[src/rounded_mul_div_saturating_unit_assert.svh]
// Assertion macros for the rounded multiply-divide unit.
// Used by the top level only; needs clk and rst_n in scope.
`ifndef ROUNDED_MUL_DIV_SATURATING_UNIT_ASSERT_SVH
`define ROUNDED_MUL_DIV_SATURATING_UNIT_ASSERT_SVH
// Assert that a condition implies another at the same edge.
`define RMD_ASSERT_IMPLY(label, cond, expr) \
  label: assert property (@(posedge clk) disable iff (!rst_n) (cond) |-> (expr)) \
    else $error("rmd check failed");
// Assert that a condition implies another in the next cycle.
`define RMD_ASSERT_NEXT(label, cond, expr) \
  label: assert property (@(posedge clk) disable iff (!rst_n) (cond) |=> (expr)) \
    else $error("rmd check failed");
`endif

[src/rmd_div_stage.sv]
// One restoring-division stage: retires BITS quotient bits per register.
// Used by the top level in a chain; no package use.
`default_nettype none
module rmd_div_stage #(
  parameter int unsigned W    = 64,
  parameter int unsigned BITS = 4,
  parameter int unsigned NW   = 128
) (
  input  wire logic          clk,
  input  wire logic          rst_n,
  input  wire logic          in_vld,
  input  wire logic [W-1:0]  in_rem,
  input  wire logic [NW-1:0] in_num,
  input  wire logic [W-1:0]  in_den,
  output logic               out_vld,
  output logic [W-1:0]       out_rem,
  output logic [NW-1:0]      out_num,
  output logic [W-1:0]       out_den
);
  logic          vld_r;
  logic [W-1:0]  rem_r, den_r;
  logic [NW-1:0] num_r;
  logic [W-1:0]  rem_nxt;
  logic [NW-1:0] num_nxt;
  logic [W:0]    wide;
  logic          take;

  // num shifts left; quotient bits enter at its bottom.
  always_comb begin
    rem_nxt = in_rem;
    num_nxt = in_num;
    wide    = '0;
    take    = 1'b0;
    for (int i = 0; i < BITS; i++) begin
      wide    = {rem_nxt, num_nxt[NW-1]};
      take    = (wide >= {1'b0, in_den});
      wide    = take ? wide - {1'b0, in_den} : wide;
      rem_nxt = wide[W-1:0];
      num_nxt = {num_nxt[NW-2:0], take};
    end
  end

  always_ff @(posedge clk) begin
    if (!rst_n) begin
      vld_r <= 1'b0;
    end else begin
      vld_r <= in_vld;
    end
  end

  always_ff @(posedge clk) begin
    rem_r <= rem_nxt;
    num_r <= num_nxt;
    den_r <= in_den;
  end

  assign out_vld = vld_r;
  assign out_rem = rem_r;
  assign out_num = num_r;
  assign out_den = den_r;
endmodule
`default_nettype wire

[config.mk]
export PLATFORM = sky130hd
export DESIGN_NAME = rmd_div_stage
export DESIGN_NICKNAME = d
export VERILOG_FILES = /design/src/rounded_mul_div_saturating_unit_assert.svh /design/src/rmd_div_stage.sv
export SDC_FILE = /design/constraint.sdc
export NUM_CORES = 1
export LEC_CHECK = 0
export ABC_CLOCK_PERIOD_IN_PS = 22600
export BUFFER_PORTS_ARGS = -buffer_cell sky130_fd_sc_hd__buf_2
export CAP_MARGIN = 20
export CORE_MARGIN = 2
export CORE_UTILIZATION = 48
export CTS_BUF_LIST = sky130_fd_sc_hd__clkbuf_2 sky130_fd_sc_hd__clkbuf_4 sky130_fd_sc_hd__clkbuf_8
export CTS_CLUSTER_DIAMETER = 50
export DETAILED_ROUTE_END_ITERATION = 6
export GPL_ROUTABILITY_DRIVEN = 0
export PLACE_DENSITY = 0.83
export SLEW_MARGIN = 5
export SYNTH_ARGS = -nofsm -noshare
export SYNTH_HDL_FRONTEND = slang
export SYNTH_SLANG_ARGS = --single-unit
[constraint.sdc]
create_clock -name clk -period 22.6 [get_ports clk]
set_clock_uncertainty 0.1 [all_clocks]
set_input_delay 2.26 -clock clk [delete_from_list [all_inputs] [get_ports clk]]
set_output_delay 2.26 -clock clk [all_outputs]
set_load 0.01 [all_outputs]
==> results of run 1 <==
how the worst max path moves through the flow:
stage,start,end,cells past startpoint
3_5_place_dp,in_den[1],out_rem[26],57
4_1_cts,in_den[1],out_rem[34],57
2_1_floorplan,in_den[1],out_rem[10],62
6_report,in_den[1],out_rem[34],57
3_3_place_gp,in_den[1],out_rem[24],57
5_1_grt,in_den[1],out_rem[28],57
critical path: cells and delay by family:
kind / cells / cell delay, ns
compound gates: 26 / 7.29
simple gates: 14 / 4.39
buf+inv: 11 / 3.54
fa+ha+maj: 4 / 1.43
mux: 2 / 0.80
report_power, final:
group / total (mW) / switching (mW) / internal (mW) / leakage (nW)
Combinational: 4.18 / 2.25 / 1.92 / 10.3
Clock: 0.512 / 0.217 / 0.296 / 0.560
Sequential: 0.596 / 0.0229 / 0.573 / 2.17
Total: 5.29 / 2.49 / 2.79 / 13.0
per-stage QoR:
step | instance area (µm²) | hold WS [ns]
after floorplan | 23400 | 2.19
after detailed placement | 26300 | 2.26
after global placement | 26300 | 2.26
after global routing | 27400 | 1.58
final | 27400 | 1.60
after CTS | 27400 | 1.56
cell families (layout without fill, tap and decap cells):
logic type	count (synthesis)	in the layout	synth area share, %
and+or+nand+nor	854	854	17.5
AOI/OAI and AO/OA	955	955	25.5
buffers and inverters	262	755	4.64
adders and majority gates	260	260	14.1
xor gates and xnor gates	220	220	8.25
DFF	257	257	22.0
muxes	150	150	8.13
other	0	12	0
layout make-up:
type	instances	share of cell area, %
Tap cell	615	2.81
Clock buffer	63	2.96
Inverter	145	2.00
Clock inverter	21	1.01
Timing Repair Buffer	526	9.71
Antenna cell	12	0.110
Sequential cell	257	18.8
Multi-Input combinational cell	2439	62.6
sequential cells by signal, summed over array words and instances, names as in the netlist:
| name | flops |
|---|---|
| out_num | 128 |
| out_den | 64 |
| out_rem | 64 |
| out_vld | 1 |
layer usage:
metal / GRT usage [%] / vias up / share of wire, %
met5: 0 / - / 0.14
met4: 20.1 / 18 / 6.3
met2: 53.1 / 1385 / 44
met3: 7.79 / 305 / 9.8
li1: - / 11712 / -
met1: 40.5 / 11390 / 40
placed cells by master, fill, tap and decap left out, types with 11 or more instances in the layout:
cell type    n
buf_2      515
a21oi_1    366
dfxtp_1    257
ha_1       256
nand2_1    254
nor2_1     227
o21ai_0    175
xnor2_1    145
inv_1      142
a21o_1     119
mux2_2      83
xor2_1      75
nand4_1     65
mux2_4      59
nand3_1     57
clkbuf_8    54
nor3_1      53
and3_1      37
o21a_1      36
nor2b_1     36
o21bai_1    36
a211oi_1    34
a31oi_1     32
nand2b_1    28
and2_1      22
o31ai_1     22
o211ai_1    17
or2_2       15
nor4_1      15
a221oi_1    14
or3_1       13
diode_2     12
buf_4       11
==> summary.md, run 1 <==
| Metric | Value |
|---|---|
| Status | `completed` |
| Hold Vio Cnt, Final | `0` |
| Arr. time, crit path | `approximately 20 ns` |
| Net Count, Synth | `3477` |
| Maximum VDD drop | `around 0.13 mV` |
| Dpl cells | `3982` |
| Crit-path slowest cell | `nor3_1` |
| Critical path class | `primary input to flip-flop` |
| Hold crit path type | `primary input to flip-flop` |
| EDFF count, synth | `0` |
| Die Y | `about 220 µm` |
| Htree depth | `2` |
| Antenna Nets Post-Route | `0` |
| Setup TNS | `0 ns` |
| Area leader, netlist | `dfxtp_1` |
| First-pass GRT wire length | `roughly 130 mm` |
| Post-CTS setup buffers | `0` |
| Period utilisation layout | `86.3%` |
| Synth warn | `0` |
| Leading post-synthesis cells by cell area | `dfxtp_1 22%, ha_1 14%, a21oi_1 7.8%` |
| Asr flop ratio synth | `0%` |
| CTS clock-pin slew for the worst setup and hold paths | `roughly 0.060 ns` |
| Gr ovfl total | `0` |
| Final Max Tran Viols | `0` |
| Fmax | `approximately 0.051 GHz` |
| Resized cells post-CTS | `0` |
| PortBufs | `slightly above 500` |
| Final HPWL DP | `around 72 mm` |
| Most Frequent Cell on Critical Path | `buf_4` |
| GRT Util Overall | `between 30% and 40%` |
| DRC Markers | `0` |
| Synth cell count leaders | `366 x a21oi_1, 257 x dfxtp_1, 256 x ha_1` |
| CTS Buf Count | `47` |
| Register area share after synthesis | `between 20 and 25%` |
| Sink Count | `between 200 and 300` |
| Die W | `approximately 220 µm` |
| CTS tree | `done` |
| Critical path's largest stage delay | `0.98 ns` |
| RSZ-0062 raised after global routing | `false` |
| Initial Util | `roughly half` |
| Non-Filler Instances | `between 4000 and 5000` |
| Top cell type's share of synthesized area | `between 20% and 30%` |
| Leak | `roughly 13 nW` |
| Total wire length | `87.7 mm` |
| Ports | `between 500 and 600` |
| DR WL/cell | `21.5 µm` |
| Primary FF master, synth | `dfxtp_1` |
| Vias | `about 25000` |
| Nets | `approximately 4000` |
| Startpoint Class | `primary input` |
| Avg Inst Size Synth | `a little under 8 µm²` |
| Vias in the first global route | `around 23000` |
| Syn-to-layout area delta | `17.2%` |
| Hold path depth | `1` |
| Number of synthesized register bits | `approximately 260` |
| Top-count cell post-synth | `a21oi_1` |
| Critical Path Fanout Max | `47` |
| Fin crit period | `slightly below 20 ns` |
| CTS Hold Bufs | `0` |
| Reg area | `5140 µm²` |
| Std cell rows | `80` |
| Pwr Density | `between 150 and 200 nW/µm²` |
| Synthesized area | `between 20000 and 25000 µm²` |
| Crit end category | `flip-flop` |
| Cells after Synth | `between 2000 and 3000` |
| Core footprint | `47900 µm²` |
| Max transition margin | `between 10% and 20%` |
| DP Worst Slack | `roughly 3.3 ns` |
| Synth cell types | `between 80 and 90` |
| Initial drt markers | `roughly 2700` |
| Setup ws final | `between 3 and 4 ns` |
| Root buffer cell | `clkbuf_8` |
| Vias per Instance | `slightly above 6` |
| First-pass DRT Iterations | `6` |
| WHS Endpoint | `out_num[60]` |
| Fin util | `approximately 57%` |
| Worst Hold Launch | `in_num[56]` |
| Total Power | `between 5 and 6 mW` |
| Layout cells sized above 1 | `a little under a quarter` |
| Max Cap Viol | `0` |
| Multi-input logic area | `between 15000 and 20000 µm²` |
| Worst-Margin Slew | `around 1.2 ns` |
| Max clock buf depth | `3` |
| CP Data Required Time | `23.03 ns` |
| Largest net degree at the start of global routing | `69` |
| Fill cells | `4445` |
| Final setup viols | `0` |
| Initial antenna violation count | `21` |
| Die area | `around 50000 µm²` |
(Power assumes the default switching activity.)
==> inputs of run 2 (changes only) <==
==> constraint.sdc (replaced) <==
create_clock -name clk -period 22.6 [get_ports clk]
set_clock_uncertainty 0.1 [all_clocks]
set_input_delay 6.78 -clock clk [delete_from_list [all_inputs] [get_ports clk]]
set_output_delay 6.78 -clock clk [all_outputs]
set_load 0.01 [all_outputs]
==> summary.md, run 2 (same netlist as run 1, synthesis figures left out) <==
| Metric | Value |
|---|---|
| Setup TNS | `0 ns (unchanged)` |
| Fin crit period | `22.04 ns (+2.54 ns)` |
| Hold Vio Cnt, Final | `0 (unchanged)` |
| Nets | `3949 (+0.36%)` |
| CTS clock-pin slew for the worst setup and hold paths | `0.07 ns (about the same)` |
| Std cell rows | `80 (unchanged)` |
| Layout cells sized above 1 | `23.3% (+0.31 points)` |
| Worst setup path end | `out_rem[20]` |
| CTS Hold Bufs | `0 (unchanged)` |
| CTS Buf Count | `47 (unchanged)` |
| Total wire length | `87.4 mm (-0.36%)` |
| Critical path's largest stage delay | `1.01 ns (+0.03 ns)` |
| Most frequent cells in the layout | `515 x buf_2, 366 x a21oi_1, 257 x dfxtp_1` |
| RSZ-0062 raised after global routing | `false` |
| Initial drt markers | `2327 (-13%)` |
| Initial antenna violation count | `8 (-62%)` |
| Final Max Tran Viols | `0 (unchanged)` |
| CP Data Required Time | `23.01 ns (-0.02 ns)` |
| Max clock buf depth | `3 (unchanged)` |
| Htree depth | `2 (unchanged)` |
| Critical path class | `primary input to flip-flop` |
| Worst-Margin Slew | `1.03 ns (-0.199 ns)` |
| Hold crit path type | `primary input to flip-flop` |
| DRC Markers | `0 (unchanged)` |
| Sink Count | `257 (unchanged)` |
| Vias | `24851 (+0.17%)` |
| Most Frequent Cell on Critical Path | `buf_4` |
| GRT Util Overall | `33.0% (-0.21 points)` |
| Die W | `225 µm (unchanged)` |
| DR WL/cell | `21.4 µm (-0.53%)` |
| Crit end category | `flip-flop` |
| Largest net degree at the start of global routing | `37 (-46%)` |
| CTS tree | `done` |
| Vias in the first global route | `23074 (-0.61%)` |
| Root buffer cell | `clkbuf_8` |
| Crit-path slowest cell | `nor4_1` |
| Antenna Nets Post-Route | `0 (unchanged)` |
| PortBufs | `515 (unchanged)` |
| Fmax | `0.0454 GHz (-12%)` |
| Setup ws final | `0.560 ns (-2.54 ns)` |
| Number of flip-flops in the largest register | `128 (unchanged)` |
| Final HPWL DP | `72.4 mm (about the same)` |
| Hold_ws | `6.14 ns (+4.54 ns)` |
| Vias per Instance | `6.08 (about the same)` |
| Die area | `50500 µm² (unchanged)` |
| Initial Util | `48.7% (unchanged)` |
| Gr ovfl total | `0 (unchanged)` |
| Ports | `516 (unchanged)` |
| Pwr Density | `192 nW/µm² (-0.53%)` |
| Commonest non-fill, non-tap cell in the layout | `buf_2` |
| Arr. time, crit path | `22.45 ns (+2.52 ns)` |
| Max Cap Viol | `0 (unchanged)` |
| Post-CTS setup buffers | `0 (unchanged)` |
| Max transition margin | `30.6% (+13 points)` |
| Startpoint Class | `primary input` |
| Critical Path Fanout Max | `36 (-23%)` |
| DP Worst Slack | `0.499 ns (-2.75 ns)` |
| Period utilisation layout | `97.5% (+11 points)` |
| Syn-to-layout area delta | `17.5%` |
| Leak | `13.1 nW (+0.56%)` |
| Status | `completed` |
| Maximum VDD drop | `0.147 mV (+15%)` |
| Final setup viols | `0 (unchanged)` |
| Resized cells post-CTS | `0 (unchanged)` |
| First-pass GRT wire length | `130 mm (-0.51%)` |
| Crit path from | `in_den[1]` |
| Die Y | `225 µm (unchanged)` |
| Core footprint | `47900 µm² (unchanged)` |
| First-pass DRT Iterations | `7 (+1)` |
[run 2: cell types whose count changed in the layout (fill, tap and decap cells not counted), sizes merged]
| cell | delta |
|---|---|
| clkinvlp | -3 |
| diode | -7 |
| buf | +14 |
| inv | -2 |
| clkinv | +6 |
| bufinv | -1 |
[run 2: layout make-up]
class / instances / area, µm²
repair buffers: 540 / 2780
diodes: 5 / 12.5
clock buffers: 63 / 817
flip-flops and latches: 257 / 5140
well taps: 615 / 769
clock inverters: 21 / 234
multi-input cells: 2439 / 17200
fillers: 4464 / 20500
inverters: 145 / 547
[run 2: worst min-delay path by stage]
stage,depth (start not counted),endpoint,from
floorplan,0,out_den[0],in_den[0]
global placement,1,out_num[110],in_num[106]
detailed placement,1,out_num[6],in_num[2]
CTS,1,out_num[12],in_num[8]
global route,1,out_num[112],in_num[108]
finish,1,out_num[112],in_num[108]
[run 2: power breakdown]
part	switching [mW]	internal, mW
Combinational	2.24	1.94
Clock	0.212	0.284
Sequential	0.0255	0.573
[run 2: per-layer routing]
layer	wire length (µm)	vias to the layer above	track usage, %
met4	5160	8	18.2
li1	-	11757	-
met3	8580	281	7.09
met1	35100	11396	41.0
met5	48	-	0
met2	38600	1409	53.2
[run 2: through the flow]
stage	power, mW	instances	utilization [%]	area [µm²]
3_5_place_dp	4.67	3996	55.0	26400
3_3_place_gp	4.60	3996	55.0	26400
5_1_grt	5.63	4082	57.2	27400
2_1_floorplan	3.81	2958	-	23400
6_report	5.27	4085	57.3	27500
4_1_cts	5.19	4080	57.2	27400
[run 2: worst max-delay path, delay by kind of cell]
family / cells / cell delay, ns
muxes: 3 / 1.11
adders and majority gates: 4 / 1.35
and+or+nand+nor: 16 / 5.20
buffers and inverters: 10 / 3.38
AOI/OAI and AO/OA: 19 / 4.55
